[src/rtl/source_map_mappings_decoder_top_defines.svh]
// ----------------------------------------------------------------------------
// Source map mappings decoder: assertion macros
// Shared concurrent assertion forms, clocked on clk and held off in reset.
// ----------------------------------------------------------------------------
`ifndef SOURCE_MAP_MAPPINGS_DECODER_TOP_DEFINES_SVH
`define SOURCE_MAP_MAPPINGS_DECODER_TOP_DEFINES_SVH

// The consequent must hold in the same cycle as the antecedent.
`define SMMD_ASSERT_SAME(label, ante, cons, msg) \
    label: assert property (@(posedge clk) disable iff (!rst_n) (ante) |-> (cons)) \
        else $error(msg);

// The consequent must hold in the cycle after the antecedent.
`define SMMD_ASSERT_NEXT(label, ante, cons, msg) \
    label: assert property (@(posedge clk) disable iff (!rst_n) (ante) |=> (cons)) \
        else $error(msg);

`endif

[src/rtl/smmd_pkg.sv]
// ----------------------------------------------------------------------------
// Source map mappings decoder package
// Transfer types, status codes, character classes and position arithmetic.
// ----------------------------------------------------------------------------
package smmd_pkg;

    localparam int VALUE_WIDTH_DEF = 32;
    localparam int DELTA_W         = 34;
    localparam int POS_W           = 32;
    localparam int NUM_FIELDS      = 5;

    localparam logic [2:0] ERR_NONE    = 3'd0;
    localparam logic [2:0] ST_RECORD   = 3'd0;
    localparam logic [2:0] ST_BADCHAR  = 3'd1;
    localparam logic [2:0] ST_UNTERM   = 3'd2;
    localparam logic [2:0] ST_FIELDS   = 3'd3;
    localparam logic [2:0] ST_OVERFLOW = 3'd4;

    localparam logic [7:0] CH_UPPER_A = 8'h41;
    localparam logic [7:0] CH_UPPER_Z = 8'h5A;
    localparam logic [7:0] CH_LOWER_A = 8'h61;
    localparam logic [7:0] CH_LOWER_Z = 8'h7A;
    localparam logic [7:0] CH_ZERO    = 8'h30;
    localparam logic [7:0] CH_NINE    = 8'h39;
    localparam logic [7:0] CH_PLUS    = 8'h2B;
    localparam logic [7:0] CH_SLASH   = 8'h2F;
    localparam logic [7:0] CH_COMMA   = 8'h2C;
    localparam logic [7:0] CH_SEMI    = 8'h3B;

    localparam logic [5:0] DIG_LOWER_BASE = 6'd26;
    localparam logic [5:0] DIG_NUM_BASE   = 6'd52;
    localparam logic [5:0] DIG_PLUS       = 6'd62;
    localparam logic [5:0] DIG_SLASH      = 6'd63;

    typedef struct packed {
        logic [7:0] char_code;
        logic       last;
    } item_t;

    typedef struct packed {
        logic [2:0]               status;
        logic signed [POS_W-1:0]  gen_line;
        logic signed [POS_W-1:0]  gen_column;
        logic signed [POS_W-1:0]  source_index;
        logic signed [POS_W-1:0]  orig_line;
        logic signed [POS_W-1:0]  orig_column;
        logic signed [POS_W-1:0]  name_index;
        logic                     has_name;
    } result_t;

    typedef struct packed {
        logic       step;
        logic       close;
        logic       digit_ok;
        logic [5:0] digit;
        logic       comma;
        logic       semi;
        logic       bad;
        logic       last;
    } chr_t;

    typedef struct packed {
        logic                     big;
        logic signed [DELTA_W-1:0] d;
    } delta_t;

    typedef struct packed {
        logic   fin;
        logic   ovf;
        logic   open_post;
        delta_t delta;
    } vlq_t;

    typedef struct packed {
        logic             ok;
        logic [POS_W-1:0] val;
    } pos_res_t;

    function automatic chr_t classify(input item_t it);
        chr_t       r;
        logic [7:0] c;
        r      = '0;
        c      = it.char_code;
        r.last = it.last;
        priority if (c >= CH_UPPER_A && c <= CH_UPPER_Z)
        begin
            r.digit_ok = 1'b1;
            r.digit    = 6'(c - CH_UPPER_A);
        end
        else if (c >= CH_LOWER_A && c <= CH_LOWER_Z)
        begin
            r.digit_ok = 1'b1;
            r.digit    = 6'(c - CH_LOWER_A) + DIG_LOWER_BASE;
        end
        else if (c >= CH_ZERO && c <= CH_NINE)
        begin
            r.digit_ok = 1'b1;
            r.digit    = 6'(c - CH_ZERO) + DIG_NUM_BASE;
        end
        else if (c == CH_PLUS)
        begin
            r.digit_ok = 1'b1;
            r.digit    = DIG_PLUS;
        end
        else if (c == CH_SLASH)
        begin
            r.digit_ok = 1'b1;
            r.digit    = DIG_SLASH;
        end
        else if (c == CH_COMMA)
        begin
            r.comma = 1'b1;
        end
        else if (c == CH_SEMI)
        begin
            r.semi = 1'b1;
        end
        else
        begin
            r.bad = 1'b1;
        end
        return r;
    endfunction

    // Adds a delta to a position; fails when the delta or the sum leaves range.
    function automatic pos_res_t add_pos(input logic [POS_W-1:0] pos, input delta_t dl);
        pos_res_t           r;
        logic [POS_W+2:0]   s;
        s     = {{3{pos[POS_W-1]}}, pos} + {dl.d[DELTA_W-1], dl.d};
        r.ok  = !dl.big && ((s[POS_W+2:POS_W-1] == '0) || (s[POS_W+2:POS_W-1] == '1));
        r.val = s[POS_W-1:0];
        return r;
    endfunction

endpackage

[src/rtl/smmd_vlq.sv]
// ----------------------------------------------------------------------------
// Source map mappings decoder: VLQ value accumulator
// Gathers base64 digits into one signed value and flags digits beyond range.
// ----------------------------------------------------------------------------
module smmd_vlq #(
    parameter int VALUE_WIDTH = smmd_pkg::VALUE_WIDTH_DEF
) (
    input  logic            clk,
    input  logic            rst_n,
    input  smmd_pkg::chr_t  chr,
    input  logic            seg_err,
    output smmd_pkg::vlq_t  vlq
);

    localparam int SHW = $clog2(VALUE_WIDTH + 1);

    logic [VALUE_WIDTH-1:0] acc_reg, acc_next, acc_or;
    logic [SHW-1:0]         shift_reg, shift_next, shift_clamp;
    logic                   open_reg, open_next;
    logic [SHW:0]           shift_sum;
    logic [4:0]             low;
    logic                   cont, en, ovf;
    logic [VALUE_WIDTH-2:0] mag;
    logic [64:0]            mag_x;
    logic [smmd_pkg::DELTA_W-1:0] dmag;

    assign low  = chr.digit[4:0];
    assign cont = chr.digit[5];
    assign en   = chr.step && chr.digit_ok && !seg_err;

    always_comb
    begin
        ovf = 1'b0;
        for (int i = 0; i < 5; i++)
        begin
            if (low[i] && (({1'b0, shift_reg} + (SHW+1)'(i)) >= (SHW+1)'(VALUE_WIDTH)))
            begin
                ovf = 1'b1;
            end
        end
        ovf = ovf && en;
    end

    assign acc_or    = acc_reg | (VALUE_WIDTH'(low) << shift_reg);
    assign shift_sum = {1'b0, shift_reg} + (SHW+1)'(5);
    assign shift_clamp = (shift_sum > (SHW+1)'(VALUE_WIDTH)) ? SHW'(VALUE_WIDTH)
                                                             : shift_sum[SHW-1:0];

    assign mag   = acc_or[VALUE_WIDTH-1:1];
    assign mag_x = 65'(mag);
    assign dmag  = mag_x[smmd_pkg::DELTA_W-1:0];

    always_comb
    begin
        vlq.ovf       = ovf;
        vlq.fin       = en && !ovf && !cont;
        vlq.open_post = (en && !ovf) ? cont : open_reg;
        vlq.delta.big = mag_x > 65'h1_0000_0000;
        vlq.delta.d   = acc_or[0] ? -dmag : dmag;
    end

    always_comb
    begin
        acc_next   = acc_reg;
        shift_next = shift_reg;
        open_next  = open_reg;
        if (chr.step)
        begin
            if (chr.close)
            begin
                acc_next   = '0;
                shift_next = '0;
                open_next  = 1'b0;
            end
            else if (en && !ovf)
            begin
                acc_next   = cont ? acc_or : '0;
                shift_next = cont ? shift_clamp : '0;
                open_next  = cont;
            end
        end
    end

    always_ff @(posedge clk or negedge rst_n)
    begin
        if (!rst_n)
        begin
            acc_reg   <= '0;
            shift_reg <= '0;
            open_reg  <= 1'b0;
        end
        else
        begin
            acc_reg   <= acc_next;
            shift_reg <= shift_next;
            open_reg  <= open_next;
        end
    end

endmodule

[src/rtl/smmd_segment.sv]
// ----------------------------------------------------------------------------
// Source map mappings decoder: segment tracker
// Collects field deltas, closes segments and keeps the absolute position.
// ----------------------------------------------------------------------------
module smmd_segment (
    input  logic                clk,
    input  logic                rst_n,
    input  smmd_pkg::chr_t      chr,
    input  smmd_pkg::vlq_t      vlq,
    output logic                seg_err,
    output logic                emit,
    output smmd_pkg::result_t   res
);

    localparam int NF = smmd_pkg::NUM_FIELDS;
    localparam int PW = smmd_pkg::POS_W;

    logic [2:0]       fc_reg, fc_next, fc_post;
    logic [2:0]       err_reg, err_next, err_post;
    smmd_pkg::delta_t pend_reg [NF];
    smmd_pkg::delta_t pend_next [NF];
    smmd_pkg::delta_t pend_post [NF];
    logic [PW-1:0]    gl_reg, gc_reg, src_reg, ol_reg, oc_reg, nm_reg;
    logic [PW-1:0]    gl_next, gc_next, src_next, ol_next, oc_next, nm_next;
    smmd_pkg::pos_res_t a_gc, a_src, a_ol, a_oc, a_nm;
    logic [2:0]       code;
    logic             upd_col, upd_all, rec;

    assign seg_err = (err_reg != smmd_pkg::ERR_NONE);

    always_comb
    begin
        err_post = err_reg;
        if (err_reg == smmd_pkg::ERR_NONE)
        begin
            priority if (chr.bad)
            begin
                err_post = smmd_pkg::ST_BADCHAR;
            end
            else if (vlq.ovf)
            begin
                err_post = smmd_pkg::ST_OVERFLOW;
            end
        end
        fc_post = (vlq.fin && fc_reg != 3'd6) ? fc_reg + 3'd1 : fc_reg;
        for (int i = 0; i < NF; i++)
        begin
            pend_post[i] = (vlq.fin && fc_reg == 3'(i)) ? vlq.delta : pend_reg[i];
        end
    end

    assign a_gc  = smmd_pkg::add_pos(gc_reg,  pend_post[0]);
    assign a_src = smmd_pkg::add_pos(src_reg, pend_post[1]);
    assign a_ol  = smmd_pkg::add_pos(ol_reg,  pend_post[2]);
    assign a_oc  = smmd_pkg::add_pos(oc_reg,  pend_post[3]);
    assign a_nm  = smmd_pkg::add_pos(nm_reg,  pend_post[4]);

    always_comb
    begin
        code    = err_post;
        upd_col = 1'b0;
        upd_all = 1'b0;
        rec     = 1'b0;
        if (code == smmd_pkg::ERR_NONE && vlq.open_post)
        begin
            code = smmd_pkg::ST_UNTERM;
        end
        if (code == smmd_pkg::ERR_NONE)
        begin
            unique case (fc_post)
                3'd0:
                begin
                    if (chr.comma)
                    begin
                        code = smmd_pkg::ST_FIELDS;
                    end
                end
                3'd1:
                begin
                    if (a_gc.ok)
                    begin
                        upd_col = 1'b1;
                    end
                    else
                    begin
                        code = smmd_pkg::ST_OVERFLOW;
                    end
                end
                3'd4, 3'd5:
                begin
                    if (a_gc.ok && a_src.ok && a_ol.ok && a_oc.ok
                        && (fc_post != 3'd5 || a_nm.ok))
                    begin
                        upd_all = 1'b1;
                        rec     = 1'b1;
                    end
                    else
                    begin
                        code = smmd_pkg::ST_OVERFLOW;
                    end
                end
                default:
                begin
                    code = smmd_pkg::ST_FIELDS;
                end
            endcase
        end

        emit = chr.close && (rec || code != smmd_pkg::ERR_NONE);
        res  = '0;
        if (rec)
        begin
            res.status       = smmd_pkg::ST_RECORD;
            res.gen_line     = gl_reg;
            res.gen_column   = a_gc.val;
            res.source_index = a_src.val;
            res.orig_line    = a_ol.val;
            res.orig_column  = a_oc.val;
            res.name_index   = (fc_post == 3'd5) ? a_nm.val : nm_reg;
            res.has_name     = (fc_post == 3'd5);
        end
        else
        begin
            res.status = code;
        end
    end

    always_comb
    begin
        fc_next  = fc_reg;
        err_next = err_reg;
        gl_next  = gl_reg;
        gc_next  = gc_reg;
        src_next = src_reg;
        ol_next  = ol_reg;
        oc_next  = oc_reg;
        nm_next  = nm_reg;
        for (int i = 0; i < NF; i++)
        begin
            pend_next[i] = pend_reg[i];
        end
        if (chr.step)
        begin
            if (chr.close)
            begin
                fc_next  = '0;
                err_next = smmd_pkg::ERR_NONE;
                for (int i = 0; i < NF; i++)
                begin
                    pend_next[i] = '0;
                end
                if (upd_col || upd_all)
                begin
                    gc_next = a_gc.val;
                end
                if (upd_all)
                begin
                    src_next = a_src.val;
                    ol_next  = a_ol.val;
                    oc_next  = a_oc.val;
                    if (fc_post == 3'd5)
                    begin
                        nm_next = a_nm.val;
                    end
                end
                if (chr.semi)
                begin
                    gl_next = gl_reg + PW'(1);
                    gc_next = '0;
                end
            end
            else
            begin
                fc_next  = fc_post;
                err_next = err_post;
                for (int i = 0; i < NF; i++)
                begin
                    pend_next[i] = pend_post[i];
                end
            end
        end
    end

    always_ff @(posedge clk or negedge rst_n)
    begin
        if (!rst_n)
        begin
            fc_reg  <= '0;
            err_reg <= smmd_pkg::ERR_NONE;
            gl_reg  <= '0;
            gc_reg  <= '0;
            src_reg <= '0;
            ol_reg  <= '0;
            oc_reg  <= '0;
            nm_reg  <= '0;
            for (int i = 0; i < NF; i++)
            begin
                pend_reg[i] <= '0;
            end
        end
        else
        begin
            fc_reg  <= fc_next;
            err_reg <= err_next;
            gl_reg  <= gl_next;
            gc_reg  <= gc_next;
            src_reg <= src_next;
            ol_reg  <= ol_next;
            oc_reg  <= oc_next;
            nm_reg  <= nm_next;
            for (int i = 0; i < NF; i++)
            begin
                pend_reg[i] <= pend_next[i];
            end
        end
    end

endmodule

[src/rtl/source_map_mappings_decoder_top.sv]
// Characters pass the input register; a segment close fills the result register.
// One character per cycle unless stalled; a segment close gives at most one result.
// A stalled result holds the input register, so intake stops once it holds a character.
// Reset: rst_n clears all positions, the open segment and both valid flags at once.
// ----------------------------------------------------------------------------
// Source map mappings decoder top level
// Decodes base64 VLQ mappings characters into position records and error codes.
// ----------------------------------------------------------------------------
`include "source_map_mappings_decoder_top_defines.svh"

module source_map_mappings_decoder_top #(
    parameter int VALUE_WIDTH = smmd_pkg::VALUE_WIDTH_DEF
) (
    input  logic               clk,
    input  logic               rst_n,
    input  logic               item_valid,
    output logic               item_stall,
    input  smmd_pkg::item_t    item,
    output logic               result_valid,
    input  logic               result_stall,
    output smmd_pkg::result_t  result
);

    logic               s1_valid_reg, s1_valid_next;
    smmd_pkg::item_t    s1_data_reg;
    logic               out_valid_reg, out_valid_next;
    smmd_pkg::result_t  out_data_reg;
    logic               advance, take;
    smmd_pkg::chr_t     chr;
    smmd_pkg::vlq_t     vlq;
    smmd_pkg::result_t  seg_res;
    logic               seg_emit, seg_err;

    assign advance    = s1_valid_reg && (!out_valid_reg || !result_stall);
    assign item_stall = s1_valid_reg && !advance;
    assign take       = item_valid && !item_stall;

    always_comb
    begin
        chr       = smmd_pkg::classify(s1_data_reg);
        chr.step  = advance;
        chr.close = advance && (chr.comma || chr.semi || chr.last);
    end

    smmd_vlq #(
        .VALUE_WIDTH (VALUE_WIDTH)
    ) u_vlq (
        .clk     (clk),
        .rst_n   (rst_n),
        .chr     (chr),
        .seg_err (seg_err),
        .vlq     (vlq)
    );

    smmd_segment u_segment (
        .clk     (clk),
        .rst_n   (rst_n),
        .chr     (chr),
        .vlq     (vlq),
        .seg_err (seg_err),
        .emit    (seg_emit),
        .res     (seg_res)
    );

    always_comb
    begin
        s1_valid_next = s1_valid_reg;
        if (take)
        begin
            s1_valid_next = 1'b1;
        end
        else if (advance)
        begin
            s1_valid_next = 1'b0;
        end
        out_valid_next = out_valid_reg;
        if (advance)
        begin
            out_valid_next = seg_emit;
        end
        else if (!result_stall)
        begin
            out_valid_next = 1'b0;
        end
    end

    always_ff @(posedge clk or negedge rst_n)
    begin
        if (!rst_n)
        begin
            s1_valid_reg  <= 1'b0;
            out_valid_reg <= 1'b0;
        end
        else
        begin
            s1_valid_reg  <= s1_valid_next;
            out_valid_reg <= out_valid_next;
        end
    end

    always_ff @(posedge clk)
    begin
        if (take)
        begin
            s1_data_reg <= item;
        end
        if (advance && seg_emit)
        begin
            out_data_reg <= seg_res;
        end
    end

    assign result_valid = out_valid_reg;
    assign result       = out_data_reg;

    `SMMD_ASSERT_SAME(a_err_zero,
        result_valid && result.status != smmd_pkg::ST_RECORD,
        result.gen_line == 0 && result.gen_column == 0 && result.source_index == 0
            && result.orig_line == 0 && result.orig_column == 0
            && result.name_index == 0 && !result.has_name,
        "error result carries nonzero fields")
    `SMMD_ASSERT_SAME(a_status_range, result_valid,
        result.status <= smmd_pkg::ST_OVERFLOW, "result status out of range")
    `SMMD_ASSERT_SAME(a_stall_full, item_stall,
        s1_valid_reg && out_valid_reg, "input stalled while a stage is free")
    `SMMD_ASSERT_NEXT(a_emit_shown, advance && seg_emit,
        result_valid, "emitted result was lost")

endmodule
[config.mk]
export PLATFORM = sky130hd
export DESIGN_NAME = source_map_mappings_decoder_top
export DESIGN_NICKNAME = d
export VERILOG_FILES = /design/src/rtl/smmd_pkg.sv /design/src/rtl/smmd_vlq.sv /design/src/rtl/smmd_segment.sv /design/src/rtl/source_map_mappings_decoder_top.sv
export VERILOG_INCLUDE_DIRS = /design/src /design/src/rtl
export SDC_FILE = /design/constraint.sdc
export NUM_CORES = 1
export LEC_CHECK = 0
export BUFFER_PORTS_ARGS = -buffer_cell sky130_fd_sc_hd__buf_2
export CAP_MARGIN = 20
export CORE_UTILIZATION = 40
export CTS_BUF_LIST = sky130_fd_sc_hd__clkbuf_8
export DETAILED_ROUTE_END_ITERATION = 6
export GPL_ROUTABILITY_DRIVEN = 0
export PLACE_DENSITY = 0.65
export SLEW_MARGIN = 5
export SYNTH_ARGS = -nofsm -noshare
export SYNTH_HDL_FRONTEND = slang
export SYNTH_SLANG_ARGS = --single-unit
[constraint.sdc]
create_clock -name clk -period 19.49 [get_ports clk]
set_input_delay 0.9745 -clock clk [delete_from_list [all_inputs] [get_ports clk]]
set_output_delay 0.9745 -clock clk [all_outputs]
set_load 0.03 [all_outputs]
* Yosys cells after proc, flatten, opt, wreduce, memory -nomap -nowiden
Cells that the tools add are included.
** Word-level totals
- Memories :: 0
- Output and inout bits :: 198
- Input bits :: 13
- Flip-flop bits (word level) :: 619
- Latch bits :: 0
- RAM bits :: 0
- Memory bits (read-only) :: 0
** Cells by class
- Div/mod/pow operators :: 0
- Bitwise operators :: 1
- Order comparisons :: 13
- Add/sub/neg operators :: 18
- Shift-type cells :: 1
- Multiplexer cells :: 60
- Reduce and logical (&&, ||, !) cells :: 78
- Equality and inequality tests :: 19
- Multiply operators :: 0
** Operator list (count)
- 2-to-1 mux 32 bit :: 6
- adder 32 x 34 -> 35 bit :: 5
- 2-to-1 mux 175 bit :: 1
- 2-to-1 mux 35 bit :: 5
- 2-to-1 mux 3 bit :: 16
- logical AND 1 bit :: 35
- 2-to-1 mux 7 bit :: 5
- 2-to-1 mux 34 bit :: 1
- negator 31 -> 34 bit :: 1
- > comparator 31 x 33 -> 1 bit (second input constant) :: 1
- adder 32 x 1 -> 32 bit (second input constant) :: 1
- equality test 8 x 6 -> 1 bit (second input constant) :: 4
- OR 32 bit :: 1
- << shifter 5 x 6 -> 32 bit :: 1
- >= comparator 7 x 6 -> 1 bit (second input constant) :: 4
- 2-to-1 mux 6 bit :: 4
- equality test 4 bit (second input constant) :: 5
- zero test 4 bit :: 5
- 2-to-1 mux 1 bit :: 20
- >= comparator 8 x 7 -> 1 bit (second input constant) :: 2
- <= comparator 8 x 7 -> 1 bit (second input constant) :: 2
- zero test 3 bit :: 5
- adder 6 x 2 -> 7 bit (second input constant) :: 2
- adder 6 x 3 -> 7 bit (second input constant) :: 2
- 24 further kinds :: 56

* Logic depth before layout (Yosys ltp)
- Depth after elaboration :: 33
- Depth in mapped cells :: 34
- Depth with buffers taken out :: 28

* Modules after synthesis
Synthesis repeated with hierarchy kept, for this count alone.
** Unflattened totals
- Cells, all modules :: 3979
- Area, all modules :: 38338.0 sq um
** Modules (own cells, without submodules)
- smmd_segment :: area an instance 28089.4 sq um, seq. area each 9334.0 sq um, instances 1, cells an instance 3279
- source_map_mappings_decoder_top :: area an instance 6921.6 sq um, seq. area each 6206.0 sq um, instances 1, cells an instance 304
- smmd_vlq :: area an instance 3326.9 sq um, seq. area each 975.9 sq um, instances 1, cells an instance 396

* Worst setup path after synthesis
Ideal clock, no wire load.
- Path type :: register -> register
- Start :: register s1_data_reg[3] in the netlist's numbering
- End :: register out_data_reg, in the netlist result[0], enable pin
- Period minus slack after synthesis :: 16660 ps
- Stages on the path, launching flop included :: 30
- Buffers on the path :: 2
- Library setup time :: 817 ps
- Slack :: 2830 ps
- Arrival :: 15844 ps
- Cell sequence :: edfxtp_1 buf_2 inv_1 ha_1 buf_2 a21oi_1 o21ai_0 a211oi_2 a211oi_4 a221o_1 a221o_1 nor3_1 and3_1 and2_1 a21oi_1 xor2_1 o21ai_0 ha_1 and3_1 and4_1 o2111ai_1 a2111oi_2 o2111a_1 o211a_1 or4_1 mux2_2 a21o_1 nand2b_1 a21o_1 a21oi_1
** Between the ends
- Longest elaborated chain between the ends :: 33
- Elaborated cells between the ends (all ways) :: 130
** RTL lines
- start: declaration :: RTL line source_map_mappings_decoder_top.sv:25 : smmd_pkg::item_t s1_data_reg;
- start signal: assignment :: RTL line source_map_mappings_decoder_top.sv:105 : s1_data_reg <= item;
- parallel branches: the longest is 31 deep, another holds adder 32 x 34 -> 35 bit
- logical AND 1 bit * :: RTL line smmd_segment.sv:109 : emit = chr.close && (rec || code != smmd_pkg::ERR_NONE);
- logical AND 1 bit * :: RTL line source_map_mappings_decoder_top.sv:107 : if (advance && seg_emit)
- end signal: assignment :: RTL line source_map_mappings_decoder_top.sv:109 : out_data_reg <= seg_res;
- end: declaration :: RTL line source_map_mappings_decoder_top.sv:27 : smmd_pkg::result_t out_data_reg;
Every way passes the cells marked *.
A chain may end at the register's enable or synchronous reset.

* Worst setup path in the final report
- Start :: register s1_data_reg[2] in the netlist's numbering
- End :: register u_segment.oc_reg[1]
** Between the ends
- Longest elaborated chain between the ends :: 30
- Elaborated cells between the ends (all ways) :: 120
** RTL lines
- parallel branches: the longest is 30 deep, another holds adder 32 x 34 -> 35 bit
- end signal: assignment :: RTL line smmd_segment.sv:209 : oc_reg <= oc_next;
- end: declaration :: RTL line smmd_segment.sv:23 : logic [PW-1:0] gl_reg, gc_reg, src_reg, ol_reg, oc_reg, nm_reg;
Parallel ways; which one is timed is not known.

==> metrics.txt <==
# TYPE chip_impl_metric gauge
chip_impl_info{name="status",value="finished, final reports clean"} 1
chip_impl_metric{name="largest_reg_flops",unit=""} 196
chip_impl_metric{name="clockPowerShare",unit=""} 0.391
chip_impl_metric{name="cts.sinks",unit=""} 619
chip_impl_metric{name="power.net_switching",unit="W"} 0.000937
chip_impl_metric{name="period_share",unit=""} 0.630
chip_impl_info{name="cp_slowest_cell",value="sky130_fd_sc_hd__buf_4"} 1
chip_impl_metric{name="ir_drop",unit="mV"} 0.0774
chip_impl_metric{name="worst_clock_skew",unit="ns"} 0.0591
chip_impl_metric{name="coreArea",unit="mm^2"} 0.0900
chip_impl_info{name="synth_ff_type",value="sky130_fd_sc_hd__dfrtp_1"} 1
chip_impl_metric{name="via_density_per_instance",unit=""} 5.56
chip_impl_metric{name="timing.max_cap.violations",unit=""} 0
chip_impl_metric{name="die-area",unit="mm^2"} 0.0922
chip_impl_metric{name="io-pin-count",unit=""} 211
chip_impl_metric{name="ys_seq_elements",unit=""} 619
chip_impl_metric{name="floorplan.die.width",unit="um"} 304
chip_impl_metric{name="synth-edff-count",unit=""} 205
chip_impl_metric{name="clockBufferDepth",unit=""} 3
chip_impl_metric{name="num-nets-final",unit=""} 4294
chip_impl_metric{name="detail_route.wl_per_cell",unit="um"} 19.5
chip_impl_metric{name="postLayoutSetupSlackWorst",unit="ns"} 7.21
chip_impl_metric{name="ant_nets",unit=""} 0
chip_impl_info{name="grt_setup_unrepaired",value="false"} 1
chip_impl_metric{name="power.static_leakage",unit="nW"} 18.4
chip_impl_metric{name="drt_pre_antenna_iters",unit=""} 6
chip_impl_info{name="worstSetupPathType",value="reg2reg"} 1
chip_impl_metric{name="stdcell_area",unit="mm^2"} 0.0408
chip_impl_metric{name="worstSkewPairLatency",unit="ns"} 0.77
chip_impl_metric{name="internal-power",unit="W"} 0.00220
chip_impl_info{name="timing.hold.worst.class",value="in2async"} 1
chip_impl_metric{name="grt_max_degree",unit=""} 164
chip_impl_metric{name="numCtsBuffers",unit=""} 106
chip_impl_metric{name="htree_num_levels",unit=""} 3
chip_impl_info{name="critical_path_end_type",value="register"} 1
chip_impl_metric{name="postPlaceCellArea",unit="mm^2"} 0.0386
chip_impl_metric{name="first_global_vias",unit=""} 28100
chip_impl_metric{name="antenna_violations_before_repair",unit=""} 4
chip_impl_metric{name="routed_wl",unit="um"} 105000
chip_impl_metric{name="p_sw_frac",unit=""} 0.299
chip_impl_metric{name="post_route_cells_drive_above_1_share",unit=""} 0.124
chip_impl_metric{name="critPathRequiredTime",unit="ns"} 20.09
chip_impl_metric{name="grt_overflow_total",unit=""} 0
chip_impl_metric{name="post-cts-setup-buffers",unit=""} 0
chip_impl_metric{name="max_stage_delay",unit="ns"} 0.93
chip_impl_metric{name="final_period_minus_worst_setup_slack",unit="ns"} 12.28
chip_impl_metric{name="max_clock_freq",unit="GHz"} 0.0814
chip_impl_metric{name="setup-violations-final",unit=""} 0
chip_impl_metric{name="first_iter_violations",unit=""} 2764
chip_impl_metric{name="drc_errors",unit=""} 0
chip_impl_metric{name="post_cts_resize_count",unit=""} 0
chip_impl_info{name="critical_path.reg2reg.endpoint",value="u_segment.oc_reg[1]"} 1
chip_impl_info{name="setup.worst_path.end",value="u_segment.oc_reg[1]"} 1
chip_impl_metric{name="worstPathArrival",unit="ns"} 12.88
chip_impl_metric{name="flow.area_growth_from_synthesis",unit="%"} 12.3
chip_impl_metric{name="power_density",unit="mW/mm^2"} 76.7
chip_impl_metric{name="via_count",unit=""} 29700
chip_impl_metric{name="power_frac_seq",unit=""} 0.459
chip_impl_info{name="startpoint_type",value="register"} 1
chip_impl_metric{name="place_hpwl",unit="um"} 73700
chip_impl_metric{name="r2r_slack",unit="ns"} 7.21
chip_impl_metric{name="cts.clk_slew.worst_paths",unit="ns"} 0.06
chip_impl_metric{name="crit_fanout",unit=""} 63
chip_impl_metric{name="dpl_worst_slack",unit="ns"} 7.40
chip_impl_metric{name="hold_violations",unit=""} 0
chip_impl_metric{name="synthesis.nets",unit=""} 4092
chip_impl_metric{name="ys_types",unit=""} 96
chip_impl_metric{name="syn_area",unit="mm^2"} 0.0364
chip_impl_metric{name="asyncSetResetFlopFracSynth",unit=""} 0.669
chip_impl_metric{name="grt_pass1_wl",unit="um"} 162000
chip_impl_metric{name="fin_tns_setup",unit="ns"} 0
chip_impl_info{name="worstReg2RegStart",value="s1_data_reg[2]"} 1
chip_impl_metric{name="ys.warnings.count",unit=""} 0
chip_impl_metric{name="die_height",unit="um"} 304
chip_impl_metric{name="worstMarginPinSlew",unit="ns"} 1.17
chip_impl_metric{name="ys_seq_area_frac",unit=""} 0.454
chip_impl_metric{name="grt.total_usage",unit=""} 0.225
chip_impl_metric{name="finalMaxSlewViolations",unit=""} 0
chip_impl_metric{name="combPwrFrac",unit=""} 0.150
chip_impl_info{name="beginning_of_the_critical_path",value="s1_data_reg[2]"} 1
chip_impl_metric{name="slew_headroom",unit=""} 0.217
chip_impl_metric{name="netlist_instances",unit=""} 3883
chip_impl_metric{name="r2r.worst_path.cells",unit=""} 31
chip_impl_info{name="clk_root_buffer_cell",value="sky130_fd_sc_hd__clkbuf_8"} 1
chip_impl_metric{name="cts_hold_repair.buffers",unit=""} 0
chip_impl_metric{name="core.rowCount",unit=""} 110
chip_impl_metric{name="floorplan.initialDensity",unit=""} 0.404
chip_impl_info{name="tritoncts",value="done"} 1
chip_impl_metric{name="placement.io_buffers",unit=""} 210
chip_impl_metric{name="syn_area_per_cell",unit="um^2"} 9.37
## cell usage in the layout, fill, tap and decap left out, types with 71 or more instances in the layout
master                     instances
sky130_fd_sc_hd__a21o_1           82
sky130_fd_sc_hd__a21oi_1         251
sky130_fd_sc_hd__a22o_1           71
sky130_fd_sc_hd__buf_2           209
sky130_fd_sc_hd__clkbuf_8        122
sky130_fd_sc_hd__dfrtp_1         414
sky130_fd_sc_hd__edfxtp_1        205
sky130_fd_sc_hd__ha_1            191
sky130_fd_sc_hd__inv_1           236
sky130_fd_sc_hd__mux2i_1          81
sky130_fd_sc_hd__nand2_1         550
sky130_fd_sc_hd__nand3_1          73
sky130_fd_sc_hd__nor2_1          271
sky130_fd_sc_hd__o21ai_0         414
sky130_fd_sc_hd__xnor2_1         133
sky130_fd_sc_hd__xor2_1           76
## metrics by stage
| step | power [W] | hold WS (ns) | cells | util |
|---|---|---|---|---|
| floorplan | 0.00177 | 0.445 | 3883 | - |
| global placement | 0.00192 | 0.460 | 5149 | 0.429 |
| detailed placement | 0.00193 | 0.463 | 5151 | 0.429 |
| CTS | 0.00316 | 0.175 | 5349 | 0.453 |
| global route | 0.00327 | 0.234 | 5352 | 0.454 |
| finish | 0.00313 | 0.199 | 5352 | 0.454 |
## worst min path at each step
stage	startpoint	end	slack, ns	depth (start not counted)
after floorplan	u_segment.gl_reg[7]	u_segment.gl_reg[7]	0.45	1
after global placement	u_segment.gl_reg[23]	u_segment.gl_reg[23]	0.46	1
after detailed placement	u_segment.gl_reg[4]	u_segment.gl_reg[4]	0.46	1
after CTS	rst_n	u_segment.gc_reg[22]	0.17	1
after global routing	rst_n	u_segment.gc_reg[18]	0.23	1
final	rst_n	u_segment.gc_reg[23]	0.20	1
## layer usage
metal,global-route usage,wire (um),vias to the layer above
met5,0,0,-
met4,0.0843,3640,0
met3,0.0341,6670,186
met2,0.348,46900,999
met1,0.317,47300,14300
li1,-,-,14300
## kinds of logic after synthesis
kind of cell	count (synthesis)	share of synthesized area
AO/OA/AOI/OAI	1146	0.198
XOR/XNOR	209	0.0503
adder cells (fa/ha/maj)	196	0.0684
buffers and inverters	380	0.0444
flip-flops	619	0.454
multiplexers	116	0.0331
AND/OR/NAND/NOR	1217	0.152
## critical path, delay by kind of cell, from the launching register on
| kind | cells | cell delay [ns] |
|---|---|---|
| fa+ha+maj | 3 | 1.02 |
| mux | 2 | 0.58 |
| simple gates | 9 | 3.54 |
| flops | 1 | 0.53 |
| compound gates | 12 | 4.28 |
| buf+inv | 5 | 2.09 |
## final cells by class
type	count	area, um^2
Multi-Input combinational cell	2884	18300
Fill cell	8645	49200
Sequential cell	619	16500
Antenna cell	1	2.50
Clock buffer	122	1680
Clock inverter	76	528
Tap cell	1176	1470
Timing Repair Buffer	271	1550
Inverter	203	762
## cell usage after synthesis, drive strengths merged (45+ instances only)
library cell  instances  area share
nor3                 58      0.0087
clkbuf              127       0.013
edfxtp              205        0.17
nand3                74       0.010
nor2b                45      0.0077
buf                  50       0.010
a21o                 82       0.017
xor2                 76       0.018
nand2               552       0.057
o21ai               421       0.058
dfrtp               414        0.28
ha                  191       0.066
inv                 201       0.021
a22o                 71       0.017
nor2                298       0.032
a21oi               253       0.035
mux2i                81       0.022
xnor2               133       0.032
## power groups by stage
stage	Clock, W	Combinational, W	Sequential (W)
after floorplan	0	0.000246	0.00153
after detailed placement	0	0.000466	0.00146
final	0.00122	0.000470	0.00144
after global placement	0	0.000462	0.00146
after CTS	0.00126	0.000468	0.00144
after global routing	0.00131	0.000510	0.00144
(Power assumes the default switching activity.)
